===== src/rtl/assert_macros.svh =====
// assertion helpers, clocked on clk and quiet while rst_n is low
`ifndef ASSERT_MACROS_SVH
`define ASSERT_MACROS_SVH

// property checked at every rising edge of clk outside reset
`define ASSERT_CLK(lbl, prop, msg) \
  lbl: assert property (@(posedge clk) disable iff (!rst_n) prop) else $error(msg);

// implication checked at every rising edge of clk outside reset
`define ASSERT_IMPL(lbl, ante, cons, msg) \
  lbl: assert property (@(posedge clk) disable iff (!rst_n) (ante) |=> (cons)) \
    else $error(msg);

`endif


===== src/rtl/rotenc_pkg.sv =====
`timescale 1ns / 1ps

package rotenc_pkg;

  // tick counter width, any value from 8 to 32
  localparam int TickCntW = 16;
  // width used to compare counters against the 16-bit intervals
  localparam int CmpW = (TickCntW > 16) ? TickCntW : 16;

  localparam int PosW  = 8;
  localparam int IntvW = 16;
  localparam int StepW = 4;
  // signed sum of position and step, covers -15 .. 270
  localparam int SumW  = PosW + 2;

  localparam int CfgAddrW = 5;
  localparam int CfgDataW = 32;

  typedef enum logic {
    OP_TICK = 1'b0,
    OP_LOAD = 1'b1
  } op_t;

  typedef enum logic [2:0] {
    REG_POS_MIN    = 3'd0,
    REG_POS_MAX    = 3'd1,
    REG_FASTEST_IV = 3'd2,
    REG_FASTER_IV  = 3'd3,
    REG_FASTEST_ST = 3'd4,
    REG_FASTER_ST  = 3'd5,
    REG_CLICK_IV   = 3'd6,
    REG_HAS_BUTTON = 3'd7
  } reg_idx_t;

  localparam logic [PosW-1:0]  PosMinRst    = 8'd0;
  localparam logic [PosW-1:0]  PosMaxRst    = 8'd255;
  localparam logic [IntvW-1:0] FastestIvRst = 16'd50;
  localparam logic [IntvW-1:0] FasterIvRst  = 16'd100;
  localparam logic [StepW-1:0] FastestStRst = 4'd5;
  localparam logic [StepW-1:0] FasterStRst  = 4'd2;
  localparam logic [IntvW-1:0] ClickIvRst   = 16'd200;
  localparam logic [PosW-1:0]  PosRst       = 8'd127;

endpackage


===== src/rtl/rotary_encoder_accel_position.sv =====
`timescale 1ns / 1ps
// Quadrature encoder with rotation acceleration and a debounced button. Each
// input word is either one sample of lines A, B and the button (tuser = 0) or
// a load of a new shaft position (tuser = 1); each gives exactly one result
// word with the position, a turned flag and a clicked flag. A rising edge of
// A steps the position by +1 (B high) or -1 (B low), scaled by fastest_step or
// faster_step when fewer ticks than the matching interval passed since the
// last turn; the position is then clamped to [pos_min, pos_max] on every
// sample. With has_button set, a low button line reports a click once more
// than click_interval ticks passed since the last click. Throughput is one
// word per clock while out_tready keeps up: the whole update is one
// combinational pass from the state registers to the result register, and a
// two-entry output (result register plus skid) keeps in_tready high while one
// result waits. Registers sit at byte address 4*i on the apb-style port.

module rotary_encoder_accel_position (
  input  logic                               clk,
  input  logic                               rst_n,
  // input stream
  input  logic                               in_tvalid,
  output logic                               in_tready,
  input  logic [15:0]                        in_tdata,  // line_a, line_b, button_level, new_position[7:0], zero pad
  input  logic [0:0]                         in_tuser,  // op
  // result stream
  output logic                               out_tvalid,
  input  logic                               out_tready,
  output logic [15:0]                        out_tdata, // position[7:0], turned, clicked, zero pad
  // configuration
  input  logic                               cfg_psel,
  input  logic                               cfg_penable,
  input  logic                               cfg_pwrite,
  input  logic [rotenc_pkg::CfgAddrW-1:0]    cfg_paddr,
  input  logic [rotenc_pkg::CfgDataW-1:0]    cfg_pwdata,
  output logic [rotenc_pkg::CfgDataW-1:0]    cfg_prdata,
  output logic                               cfg_pready
);
  import rotenc_pkg::*;
  `include "assert_macros.svh"

  // configuration registers
  logic [PosW-1:0]  pos_min_r, pos_max_r;
  logic [IntvW-1:0] fastest_iv_r, faster_iv_r, click_iv_r;
  logic [StepW-1:0] fastest_st_r, faster_st_r;
  logic             has_button_r;

  // encoder state
  logic                prev_a_r;
  logic [PosW-1:0]     pos_r;
  logic [TickCntW-1:0] ticks_turn_r, ticks_click_r;

  // output register and skid stage
  logic            out_valid_r, skid_valid_r;
  logic [PosW+1:0] out_data_r, skid_data_r;

  // unpacked input word
  logic            acc;
  op_t             op;
  logic            line_a, line_b, button_level;
  logic [PosW-1:0] new_position;

  // datapath
  logic [TickCntW-1:0]    tst, tsc;
  logic                   rise, click_hit;
  logic [StepW-1:0]       mag;
  logic signed [SumW-1:0] delta_s, sum_s;
  logic [PosW-1:0]        pos_nxt;
  logic                   turned;
  logic [PosW+1:0]        res;
  logic                   cfg_wr;
  reg_idx_t               cfg_idx;

  assign acc          = in_tvalid && in_tready;
  assign op           = op_t'(in_tuser[0]);
  assign line_a       = in_tdata[0];
  assign line_b       = in_tdata[1];
  assign button_level = in_tdata[2];
  assign new_position = in_tdata[10:3];

  // saturating advance of both tick counters
  assign tst = (&ticks_turn_r)  ? ticks_turn_r  : ticks_turn_r  + 1'b1;
  assign tsc = (&ticks_click_r) ? ticks_click_r : ticks_click_r + 1'b1;

  assign rise = line_a && !prev_a_r;

  // step size picked from the time since the last turn
  always_comb begin
    if (CmpW'(tst) < CmpW'(fastest_iv_r)) begin
      mag = fastest_st_r;
    end else if (CmpW'(tst) < CmpW'(faster_iv_r)) begin
      mag = faster_st_r;
    end else begin
      mag = StepW'(1);
    end
  end

  always_comb begin
    delta_s = '0;
    if (rise) begin
      delta_s = line_b ? signed'(SumW'(mag)) : -signed'(SumW'(mag));
    end
    sum_s = signed'(SumW'(pos_r)) + delta_s;
    // lower limit wins when the limits cross
    if (sum_s < signed'(SumW'(pos_min_r))) begin
      pos_nxt = pos_min_r;
    end else if (sum_s > signed'(SumW'(pos_max_r))) begin
      pos_nxt = pos_max_r;
    end else begin
      pos_nxt = sum_s[PosW-1:0];
    end
  end

  assign turned    = rise && (mag != '0);
  assign click_hit = has_button_r && !button_level && (CmpW'(tsc) > CmpW'(click_iv_r));

  always_comb begin
    if (op == OP_LOAD) begin
      res = {1'b0, 1'b0, new_position};
    end else begin
      res = {click_hit, turned, pos_nxt};
    end
  end

  // encoder state update, one word per clock while in_tready is high
  always_ff @(posedge clk) begin
    if (!rst_n) begin
      prev_a_r      <= 1'b1;
      pos_r         <= PosRst;
      ticks_turn_r  <= '0;
      ticks_click_r <= '0;
    end else if (acc) begin
      if (op == OP_LOAD) begin
        pos_r <= new_position;
      end else begin
        pos_r         <= pos_nxt;
        prev_a_r      <= line_a;
        ticks_turn_r  <= rise ? '0 : tst;
        ticks_click_r <= click_hit ? '0 : tsc;
      end
    end
  end

  // result register with skid stage behind it
  assign in_tready  = !skid_valid_r;
  assign out_tvalid = out_valid_r;
  assign out_tdata  = {6'b0, out_data_r};

  always_ff @(posedge clk) begin
    if (!rst_n) begin
      out_valid_r  <= 1'b0;
      skid_valid_r <= 1'b0;
    end else if (out_valid_r && out_tready) begin
      if (skid_valid_r) begin
        skid_valid_r <= 1'b0;
      end else begin
        out_valid_r <= acc;
      end
    end else if (!out_valid_r) begin
      out_valid_r <= acc;
    end else if (acc) begin
      skid_valid_r <= 1'b1;
    end
  end

  always_ff @(posedge clk) begin
    if (out_valid_r && out_tready) begin
      out_data_r <= skid_valid_r ? skid_data_r : res;
    end else if (!out_valid_r) begin
      out_data_r <= res;
    end
    if (acc && out_valid_r && !out_tready) begin
      skid_data_r <= res;
    end
  end

  // configuration port, word index from paddr[4:2]
  assign cfg_pready = 1'b1;
  assign cfg_wr     = cfg_psel && cfg_penable && cfg_pwrite && cfg_pready;
  assign cfg_idx    = reg_idx_t'(cfg_paddr[4:2]);

  always_ff @(posedge clk) begin
    if (!rst_n) begin
      pos_min_r    <= PosMinRst;
      pos_max_r    <= PosMaxRst;
      fastest_iv_r <= FastestIvRst;
      faster_iv_r  <= FasterIvRst;
      fastest_st_r <= FastestStRst;
      faster_st_r  <= FasterStRst;
      click_iv_r   <= ClickIvRst;
      has_button_r <= 1'b1;
    end else if (cfg_wr) begin
      case (cfg_idx)
        REG_POS_MIN:    pos_min_r    <= cfg_pwdata[PosW-1:0];
        REG_POS_MAX:    pos_max_r    <= cfg_pwdata[PosW-1:0];
        REG_FASTEST_IV: fastest_iv_r <= cfg_pwdata[IntvW-1:0];
        REG_FASTER_IV:  faster_iv_r  <= cfg_pwdata[IntvW-1:0];
        REG_FASTEST_ST: fastest_st_r <= cfg_pwdata[StepW-1:0];
        REG_FASTER_ST:  faster_st_r  <= cfg_pwdata[StepW-1:0];
        REG_CLICK_IV:   click_iv_r   <= cfg_pwdata[IntvW-1:0];
        REG_HAS_BUTTON: has_button_r <= cfg_pwdata[0];
        default: ;
      endcase
    end
  end

  always_comb begin
    case (cfg_idx)
      REG_POS_MIN:    cfg_prdata = CfgDataW'(pos_min_r);
      REG_POS_MAX:    cfg_prdata = CfgDataW'(pos_max_r);
      REG_FASTEST_IV: cfg_prdata = CfgDataW'(fastest_iv_r);
      REG_FASTER_IV:  cfg_prdata = CfgDataW'(faster_iv_r);
      REG_FASTEST_ST: cfg_prdata = CfgDataW'(fastest_st_r);
      REG_FASTER_ST:  cfg_prdata = CfgDataW'(faster_st_r);
      REG_CLICK_IV:   cfg_prdata = CfgDataW'(click_iv_r);
      REG_HAS_BUTTON: cfg_prdata = CfgDataW'(has_button_r);
      default:        cfg_prdata = '0;
    endcase
  end

  // skid holds a word only behind a full result register
  `ASSERT_CLK(a_skid_behind_out, skid_valid_r |-> out_valid_r, "skid full with empty output")
  // a rising edge of A restarts the turn interval
  `ASSERT_IMPL(a_turn_clears, acc && (op == OP_TICK) && rise, ticks_turn_r == '0, "turn counter not cleared")
  // a load leaves counters and edge history alone
  `ASSERT_IMPL(a_load_keeps, acc && (op == OP_LOAD), $stable(ticks_turn_r) && $stable(ticks_click_r) && $stable(prev_a_r), "load disturbed tick state")

endmodule


===== config.mk =====
export PLATFORM = sky130hd
export DESIGN_NAME = rotary_encoder_accel_position
export DESIGN_NICKNAME = d
export VERILOG_FILES = /design/src/rtl/rotenc_pkg.sv /design/src/rtl/rotary_encoder_accel_position.sv
export VERILOG_INCLUDE_DIRS = /design/src /design/src/rtl
export SDC_FILE = /design/constraint.sdc
export NUM_CORES = 1
export LEC_CHECK = 0
export ABC_AREA = 1
export BUFFER_PORTS_ARGS = -buffer_cell sky130_fd_sc_hd__buf_4
export CAP_MARGIN = 30
export CORE_UTILIZATION = 55
export CTS_BUF_LIST = sky130_fd_sc_hd__clkbuf_16
export DETAILED_ROUTE_END_ITERATION = 16
export PLACE_DENSITY = 0.82
export REMOVE_ABC_BUFFERS = 1
export SKIP_CTS_REPAIR_TIMING = 1
export SYNTH_ARGS = -nofsm -noshare
export SYNTH_HDL_FRONTEND = slang
export SYNTH_SLANG_ARGS = --single-unit
export TNS_END_PERCENT = 50

===== constraint.sdc =====
create_clock -name clk -period 14.79 [get_ports clk]
set_input_delay 2.958 -clock clk [delete_from_list [all_inputs] [get_ports clk]]
set_output_delay 2.958 -clock clk [all_outputs]
set_load 0.02 [all_outputs]

==> flow_metrics.env, run 1 <==
export IMPL_drv_cap=0
export IMPL_drt_initial_drc_count=688
export IMPL_ys_ff_latch=136
export IMPL_worstPathRequired_ns=14.96
export IMPL_synthesis_area_mm2=0.00844
export IMPL_crit_fanout=13
export IMPL_rsz0062_at_grt="no"
export IMPL_synth_top_area_share_pct=27.5
export IMPL_finalMaxSlewViolations=0
export IMPL_syn_area_per_cell_um2=7.28
export IMPL_pwr_share_seq_pct=41.4
export IMPL_drive_above_1_share_pct=10.9
export IMPL_synth_most_common_cell="nand2_1"
export IMPL_drc=0
export IMPL_dr_pass1_iters=5
export IMPL_cp_num_cells=44
export IMPL_clk_latency_ns=0.42
export IMPL_slowest_stage="nor3_1"
export IMPL_holdWs_ns=0.466
export IMPL_dieWidth_um=126
export IMPL_fin_skew_ns=0.00846
export IMPL_fin_area_mm2=0.00954
export IMPL_critPathCapture="out_data_r[7]$_DFFE_PP_"
export IMPL_irDropWorstVdd_v=0.0000885
export IMPL_synth_top_area_cell="dfxtp_1"
export IMPL_hp_class="reg -> reg"
export IMPL_setup_tns_ns=0
export IMPL_synthArstFlopShare_pct=0
export IMPL_grt_usage_pct=28.4
export IMPL_cts_made_buffers=17
export IMPL_critPathLaunchType="flip-flop"
export IMPL_crit_buf_inv=4
export IMPL_endpoint_kind="flip-flop"
export IMPL_ff2ff_setup_slack_ns=7.07
export IMPL_ctsLongestPathBuffers=2
export IMPL_r2r_cells=44
export IMPL_cp_slowest_stage_delay_ns=0.50
export IMPL_dieHeight_um=126
export IMPL_pin_count=112
export IMPL_syn_instance_count=1160
export IMPL_cp_common_cell="nand2_1"
export IMPL_fillerInstances=1289
export IMPL_worstMarginPinSlew_ns=1.05
export IMPL_overflow=0
export IMPL_reg2reg_to="out_data_r[7]$_DFFE_PP_"
export IMPL_period_share_pct=52.2
export IMPL_grt_pass1_wl_mm=35.6
export IMPL_ys_seq_area_share_pct=34.6
export IMPL_antenna_cells=0
export IMPL_ys_types=50
export IMPL_initial_core_util_pct=57.2
export IMPL_antenna_found_initial=0
export IMPL_cts_htree_levels=4
export IMPL_powerDensity_mw_per_mm2=100
export IMPL_grt_pass1_vias=7350
export IMPL_io_buffer_count=65
export IMPL_synth_common_cells="229 x nand2_1, 149 x inv_1, 145 x a21oi_1"
export IMPL_comb_power_share_pct=16.9
export IMPL_synth_warning_count=0
export IMPL_p_sw_mw=0.269
export IMPL_hold_viol=0
export IMPL_clock_root_buffer="clkbuf_16"
export IMPL_p_leak_nw=4.26
export IMPL_gp_congestion=0.942
export IMPL_reg2reg_from="ticks_turn_r[0]$_SDFFE_PN0P_"
export IMPL_die_area_mm2=0.0158
export IMPL_nNetsFinal=1354
export IMPL_swShare_pct=28.0
export IMPL_rows=44
export IMPL_ant_nets=0
export IMPL_clock_sinks=136
export IMPL_p_int_mw=0.690
export IMPL_setup_viol=0
export IMPL_clock_fmax_mhz=130
export IMPL_ys_flop_type="dfxtp_1"
export IMPL_hpwl_mm=16.1
export IMPL_synthTopCellsByArea="dfxtp_1 28%, ha_1 11%, nand2_1 10%"
export IMPL_crit_path_start="ticks_turn_r[0]$_SDFFE_PN0P_"
export IMPL_period_minus_slack_ns=7.72
export IMPL_path_clk_slew_ns=0.06
export IMPL_wl_mm=22.0
export IMPL_synth_edf_count=20
export IMPL_routedWlPerCell_um=15.5
export IMPL_syn2layout_area_growth_pct=13.1
export IMPL_relSlewSlack_pct=29.6
export IMPL_crit_type="reg -> reg"
export IMPL_critPathTopFamily="simple AND/OR/NAND/NOR gates"
export IMPL_p_clk_share_pct=41.7
export IMPL_cts_tree="built"
export IMPL_avgViaCountPerCell=5.58
export IMPL_core_area_mm2=0.0148
export IMPL_placed_cell_area_mm2=0.00900
export IMPL_vias=7900
export IMPL_outcome="finished clean"
export IMPL_grt_start_max_net_pins=74
export IMPL_arrival_ns=7.89
[layout by cell type (no fill, tap or decap), types with 17 or more instances in the layout]
master,synthesis,routed
a21oi_1,145,145
buf_4,23,72
clkbuf_16,0,17
conb_1,2,23
dfxtp_1,116,116
edfxtp_1,20,20
ha_1,73,73
inv_1,149,153
nand2_1,229,229
nand3_1,45,45
nor2_1,82,82
nor3_1,18,18
o211ai_1,20,20
o21ai_0,78,78
xor2_1,18,18
[final cells by class]
cell class	count	area [um^2]	area share, %
multi-input cells	836	4720	49.4
flip-flops and latches	136	2920	30.6
inverters	156	586	6.14
repair buffers	72	541	5.66
clock buffers	17	425	4.46
well taps	184	230	2.41
clock inverters	15	123	1.28
[cells by family after synthesis]
| group | after synthesis | synth area share (%) |
|---|---|---|
| mux | 1 | 0.133 |
| buf+inv | 209 | 10.4 |
| other cells | 2 | 0.0890 |
| flops | 136 | 34.6 |
| fa+ha+maj | 74 | 11.1 |
| simple gates | 416 | 21.2 |
| xor+xnor | 27 | 2.80 |
| compound gates | 295 | 19.7 |
[per-layer routing]
layer | up-vias | wire (um) | global-route usage (%)
li1 | 3957 | - | -
met3 | 39 | 1320 | 4.67
met4 | 0 | 549 | 10.2
met1 | 3647 | 9800 | 36.4
met5 | - | 0 | 0
met2 | 257 | 10300 | 48.4
[flip-flops by register name, summed over array words and instances (netlist names)]
name / cells
ticks_turn_r: 16
pos_r: 8
skid_valid_r: 1
pos_max_r: 8
skid_data_r: 10
prev_a_r: 1
out_tvalid: 1
click_iv_r: 16
has_button_r: 1
pos_min_r: 8
fastest_iv_r: 16
faster_st_r: 4
fastest_st_r: 4
faster_iv_r: 16
out_data_r: 10
ticks_click_r: 16
[tightest hold or removal path, cell delays in order, from the launching register on]
cell     delay, ns
dfxtp_1       0.31
nand2_1       0.06
a21oi_1       0.06
[metrics by stage]
step	total power [mW]	setup slack, ns	util (%)	instances
detailed placement	0.562	7.13	61.0	1384
global route	0.996	6.56	64.7	1416
CTS	0.958	7.28	64.7	1416
finish	0.958	7.07	64.7	1416
floorplan	0.507	7.40	-	1128
global placement	0.558	7.25	60.9	1382
[worst min-delay path by stage]
stage | start | end | depth (start not counted)
final | ticks_click_r[5]$_SDFFE_PN0P_ | ticks_click_r[5]$_SDFFE_PN0P_ | 2
after global routing | ticks_click_r[5]$_SDFFE_PN0P_ | ticks_click_r[5]$_SDFFE_PN0P_ | 2
after CTS | ticks_click_r[5]$_SDFFE_PN0P_ | ticks_click_r[5]$_SDFFE_PN0P_ | 2
after detailed placement | ticks_click_r[5]$_SDFFE_PN0P_ | ticks_click_r[5]$_SDFFE_PN0P_ | 2
after global placement | skid_valid_r$_SDFFE_PP0P_ | skid_valid_r$_SDFFE_PP0P_ | 2
after floorplan | skid_valid_r$_SDFFE_PP0P_ | skid_valid_r$_SDFFE_PP0P_ | 2
[power groups by stage]
stage                     logic [mW]  clock network [mW]  registers, mW
after floorplan               0.0966                   0          0.411
after global routing           0.179               0.419          0.398
after CTS                      0.160               0.401          0.396
after global placement         0.155                   0          0.404
after detailed placement       0.158                   0          0.404
final                          0.162               0.400          0.396
No activity file was read; power rests on OpenSTA's default activity.
==> run 2: changes to the inputs <==
clock period = 7.5 ns   (was 14.79 ns; I/O delays follow)
==> run 2 against run 1 <==
Compared with the run above: count of clock-buffer cells in the layout is the same; combinational power is 100% higher; worst setup slack worse by 6.6 ns; global-route usage increased by 0.22 points; register-to-register slack got worse by 6.6 ns; flip-flop and latch count unchanged; clock power rose by 110%; sequential power increased by 97%; final cell count is 0.14% higher; critical path depth decreased by 2.
==> flow_metrics.env, run 2 (synthesized netlist as in run 1, its figures left out) <==
export IMPL_relSlewSlack_pct=36.2
export IMPL_swShare_pct=28.1
export IMPL_dr_pass1_iters=5
export IMPL_drc=0
export IMPL_utilization_pct=65.5
export IMPL_vias=7895
export IMPL_gp_congestion=0.917
export IMPL_powerDensity_mw_per_mm2=202
export IMPL_initial_core_util_pct=57.2
export IMPL_cts_made_buffers=17
export IMPL_die_area_mm2=0.0158
export IMPL_dpl_worst_slack_ns=0.354
export IMPL_grt_pass1_wl_mm=35.7
export IMPL_endpoint_kind="flip-flop"
export IMPL_grt_usage_pct=28.7
export IMPL_clock_fmax_mhz=142
export IMPL_layout_common_cells="228 x nand2_1, 149 x inv_1, 143 x a21oi_1"
export IMPL_p_sw_mw=0.547
export IMPL_wl_mm=22.1
export IMPL_worstMarginPinSlew_ns=0.954
export IMPL_hp_class="reg -> reg"
export IMPL_hold_viol=0
export IMPL_arrival_ns=7.21
export IMPL_multi_input_area_mm2=0.00477
export IMPL_p_int_mw=1.40
export IMPL_drt_initial_drc_count=685
export IMPL_fin_skew_ns=0.0107
export IMPL_clk_latency_ns=0.43
export IMPL_drv_cap=0
export IMPL_comb_power_share_pct=16.7
export IMPL_pin_count=112
export IMPL_slowest_stage="fa_1"
export IMPL_rows=44
export IMPL_syn2layout_area_growth_pct=14.4
export IMPL_finalMaxSlewViolations=0
export IMPL_instances_no_fill=1418
export IMPL_grt_pass1_vias=7278
export IMPL_antenna_found_initial=0
export IMPL_period_minus_slack_ns=7.04
export IMPL_post_place_cells=1385
export IMPL_clock_sinks=136
export IMPL_antenna_cells=0
export IMPL_nNetsFinal=1356
export IMPL_period_share_pct=93.8
export IMPL_worstPathRequired_ns=7.68
export IMPL_overflow=0
export IMPL_seq_area_mm2=0.00292
export IMPL_drive_above_1_share_pct=12.1
export IMPL_setup_ws_ns=0.464
export IMPL_power_total_mw=1.95
export IMPL_setup_viol=0
export IMPL_dieHeight_um=126
export IMPL_dieWidth_um=126
export IMPL_pwr_share_seq_pct=40.1
export IMPL_hpwl_mm=16.1
export IMPL_p_leak_nw=4.28
export IMPL_outcome="finished clean"
export IMPL_ant_nets=0
export IMPL_core_area_mm2=0.0148
export IMPL_irDropWorstVdd_v=0.000162
export IMPL_layout_commonest_cell="nand2_1"
export IMPL_avgViaCountPerCell=5.57
export IMPL_clock_root_buffer="clkbuf_16"
export IMPL_cts_htree_levels=4
export IMPL_fillerInstances=1263
export IMPL_critPathLaunchType="flip-flop"
export IMPL_cp_slowest_stage_delay_ns=0.45
export IMPL_path_clk_slew_ns=0.06
export IMPL_setup_tns_ns=0
export IMPL_p_clk_share_pct=43.2
export IMPL_grt_start_max_net_pins=74
export IMPL_io_buffer_count=65
export IMPL_routedWlPerCell_um=15.6
export IMPL_crit_fanout=13
export IMPL_ctsLongestPathBuffers=2
export IMPL_crit_type="reg -> reg"
export IMPL_cts_tree="built"
==> run 2: cell types whose count changed in the layout (fill, tap and decap cells not counted), sizes merged <==
cell	change
buf	+2
clkinv	+1
clkinvlp	+2
bufinv	+1
inv	-4
==> run 2: worst max-delay path, delay by kind of cell (launching register included) <==
| kind | cells | cell delay [ns] |
|---|---|---|
| and+or+nand+nor | 21 | 2.61 |
| DFF | 1 | 0.36 |
| buffers and inverters | 6 | 0.44 |
| adders and majority gates | 5 | 1.59 |
| xor gates and xnor gates | 2 | 0.36 |
| AOI/OAI and AO/OA | 8 | 1.40 |
==> run 2: layout make-up <==
type                       instances  share of cell area (%)
multi-input combinational        836                    49.4
timing repair buffer              74                    5.79
clock inverter                    15                    1.66
sequential                       136                    30.3
inverter                         156                    6.06
tap                              184                    2.38
clock buffer                      17                    4.40
==> run 2: power groups by stage <==
stage          logic [mW]  registers, mW  clock network [mW]
2_1_floorplan       0.191          0.810                   0
3_3_place_gp        0.305          0.796                   0
3_5_place_dp        0.313          0.797                   0
4_1_cts             0.317          0.782               0.846
5_1_grt             0.358          0.784               0.884
6_report            0.325          0.782               0.841
==> run 2: stage by stage <==
stage,hold WS [ns],instance area (um^2)
after global placement,0.452,8990
final,0.467,9660
after CTS,0.469,9590
after global routing,0.491,9660
after floorplan,0.437,8230
after detailed placement,0.461,9010
==> run 2: path summary, 6_finish.rpt <==
path,end,slack (ns),startpoint,cells past startpoint
worst min register to register,ticks_click_r[4]$_SDFFE_PN0P_,0.47,ticks_click_r[4]$_SDFFE_PN0P_,2
worst max register to register,out_data_r[7]$_DFFE_PP_,0.46,ticks_turn_r[0]$_SDFFE_PN0P_,42
worst min-delay path,ticks_click_r[4]$_SDFFE_PN0P_,0.47,ticks_click_r[4]$_SDFFE_PN0P_,2
worst max-delay path,out_data_r[7]$_DFFE_PP_,0.46,ticks_turn_r[0]$_SDFFE_PN0P_,42
==> run 2: per-layer routing <==
metal | GRT usage [%] | vias to the layer above | routed length [um]
met5 | 0 | - | 0
met4 | 12.0 | 0 | 667
met2 | 47.7 | 301 | 10400
li1 | - | 3958 | -
met1 | 36.1 | 3587 | 9650
met3 | 6.03 | 49 | 1420
==> run 3: changes to the inputs <==
CORE_UTILIZATION = 59   (was 55)
PLACE_DENSITY = 0.86   (was 0.82)
==> run 3 against run 2 <==
Compared with the run above: combinational power hardly changed; design area is 0.30% lower; flip-flop and latch count stayed put; maximum frequency is 1.4% higher; worst setup slack better by 0.097 ns; sequential share of layout area is 0.090 points higher; hold slack better by 0.0023 ns; core utilization is 3.6 points higher; critical path depth is 1 higher; largest cell class unchanged; highest routed layer unchanged.
==> flow_metrics.env, run 3 (synthesized netlist as in run 1, its figures left out) <==
export IMPL_antenna_cells=0
export IMPL_worstMarginPinSlew_ns=1.01
export IMPL_vias=8046
export IMPL_finalMaxSlewViolations=0
export IMPL_clock_root_buffer="clkbuf_16"
export IMPL_layout_commonest_cell="nand2_1"
export IMPL_nNetsFinal=1355
export IMPL_period_share_pct=92.5
export IMPL_overflow=0
export IMPL_rows=43
export IMPL_worstPathRequired_ns=7.68
export IMPL_relSlewSlack_pct=32.3
export IMPL_grt_usage_pct=31.6
export IMPL_instances_no_fill=1413
export IMPL_setup_viol=0
export IMPL_fin_skew_ns=0.00752
export IMPL_arrival_ns=7.12
export IMPL_initial_core_util_pct=60.6
export IMPL_endpoint_kind="flip-flop"
export IMPL_path_clk_slew_ns=0.06
export IMPL_irDropWorstVdd_v=0.000147
export IMPL_routedWlPerCell_um=15.9
export IMPL_utilization_pct=69.1
export IMPL_clock_sinks=136
export IMPL_dr_pass1_iters=5
export IMPL_powerDensity_mw_per_mm2=203
export IMPL_die_area_mm2=0.0148
export IMPL_outcome="finished clean"
export IMPL_pin_count=112
export IMPL_wl_mm=22.4
export IMPL_layout_common_cells="228 x nand2_1, 150 x inv_1, 143 x a21oi_1"
export IMPL_period_minus_slack_ns=6.94
export IMPL_drc=0
export IMPL_gp_congestion=0.933
export IMPL_cts_tree="built"
export IMPL_drv_cap=0
export IMPL_cp_slowest_stage_delay_ns=0.35
export IMPL_core_area_mm2=0.0139
export IMPL_power_total_mw=1.96
export IMPL_dieWidth_um=122
export IMPL_hp_class="reg -> reg"
export IMPL_drive_above_1_share_pct=11.9
export IMPL_p_leak_nw=4.27
export IMPL_dieHeight_um=122
export IMPL_slowest_stage="dfxtp_1"
export IMPL_grt_pass1_vias=7519
export IMPL_cts_made_buffers=17
export IMPL_rsz0062_at_grt="no"
export IMPL_critPathLaunchType="flip-flop"
export IMPL_crit_type="reg -> reg"
export IMPL_ctsLongestPathBuffers=2
export IMPL_ant_nets=0
export IMPL_hold_viol=0
export IMPL_io_buffer_count=65
export IMPL_syn2layout_area_growth_pct=14.1
export IMPL_drt_initial_drc_count=633
export IMPL_setup_tns_ns=0
export IMPL_hpwl_mm=16.0
export IMPL_avgViaCountPerCell=5.69
export IMPL_crit_fanout=13
export IMPL_grt_start_max_net_pins=74
export IMPL_clk_latency_ns=0.43
export IMPL_cts_htree_levels=4
export IMPL_antenna_found_initial=0
export IMPL_grt_pass1_wl_mm=36.2
export IMPL_cp_common_cell="nor2_1"
export IMPL_clock_fmax_mhz=144
export IMPL_post_place_cells=1380
-- run 3: cell count changes in the layout (fill, tap and decap cells not counted), sizes merged --
| cell | before | now |
|---|---|---|
| inv | 152 | 154 |
| clkinv | 12 | 10 |
| buf | 74 | 73 |
-- run 3: per-stage QoR --
| step | cell area (um^2) | hold slack, ns | setup WS, ns |
|---|---|---|---|
| floorplan | 8230 | 0.437 | 1.36 |
| global placement | 8980 | 0.450 | 0.515 |
| detailed placement | 8990 | 0.461 | 0.373 |
| CTS | 9580 | 0.471 | 0.184 |
| global route | 9630 | 0.484 | 0.0276 |
| finish | 9630 | 0.470 | 0.561 |
-- run 3: critical path, delay by kind of cell, from the launching register on --
kind            cells  cell delay (ns)
buf+inv             3             0.24
compound gates      9             1.29
flops               1             0.35
simple gates       24             2.88
fa+ha+maj           5             1.47
xor+xnor            2             0.45
-- run 3: path summary, 6_finish.rpt --
path / startpoint / endpoint / slack, ns / cells past startpoint
max reg2reg: ticks_turn_r[0]$_SDFFE_PN0P_ / out_data_r[7]$_DFFE_PP_ / 0.56 / 43
min reg2reg: ticks_click_r[4]$_SDFFE_PN0P_ / ticks_click_r[4]$_SDFFE_PN0P_ / 0.47 / 2
min: ticks_click_r[4]$_SDFFE_PN0P_ / ticks_click_r[4]$_SDFFE_PN0P_ / 0.47 / 2
max: ticks_turn_r[0]$_SDFFE_PN0P_ / out_data_r[7]$_DFFE_PP_ / 0.56 / 43
-- run 3: cell type report --
class / instances / area [um^2]
clock buffers: 17 / 425
clock inverters: 15 / 160
fillers: 1125 / 4310
inverters: 156 / 586
multi-input cells: 836 / 4760
flip-flops and latches: 136 / 2920
well taps: 180 / 225
repair buffers: 73 / 548
-- run 3: routing by layer --
| metal | global-route usage (%) | up-vias | part of all wire (%) |
|---|---|---|---|
| met1 | 39.4 | 3710 | 42 |
| li1 | - | 3952 | - |
| met4 | 13.7 | 0 | 3.4 |
| met5 | 0 | - | 0 |
| met3 | 6.79 | 66 | 7.2 |
| met2 | 52.6 | 318 | 47 |
-- run 3: power breakdown --
group          leakage [nW]  switching [mW]  internal (mW)
Clock                 0.281           0.332          0.517
Sequential             1.13          0.0113          0.770
Combinational          2.85           0.211          0.114
Total                  4.27           0.555           1.40
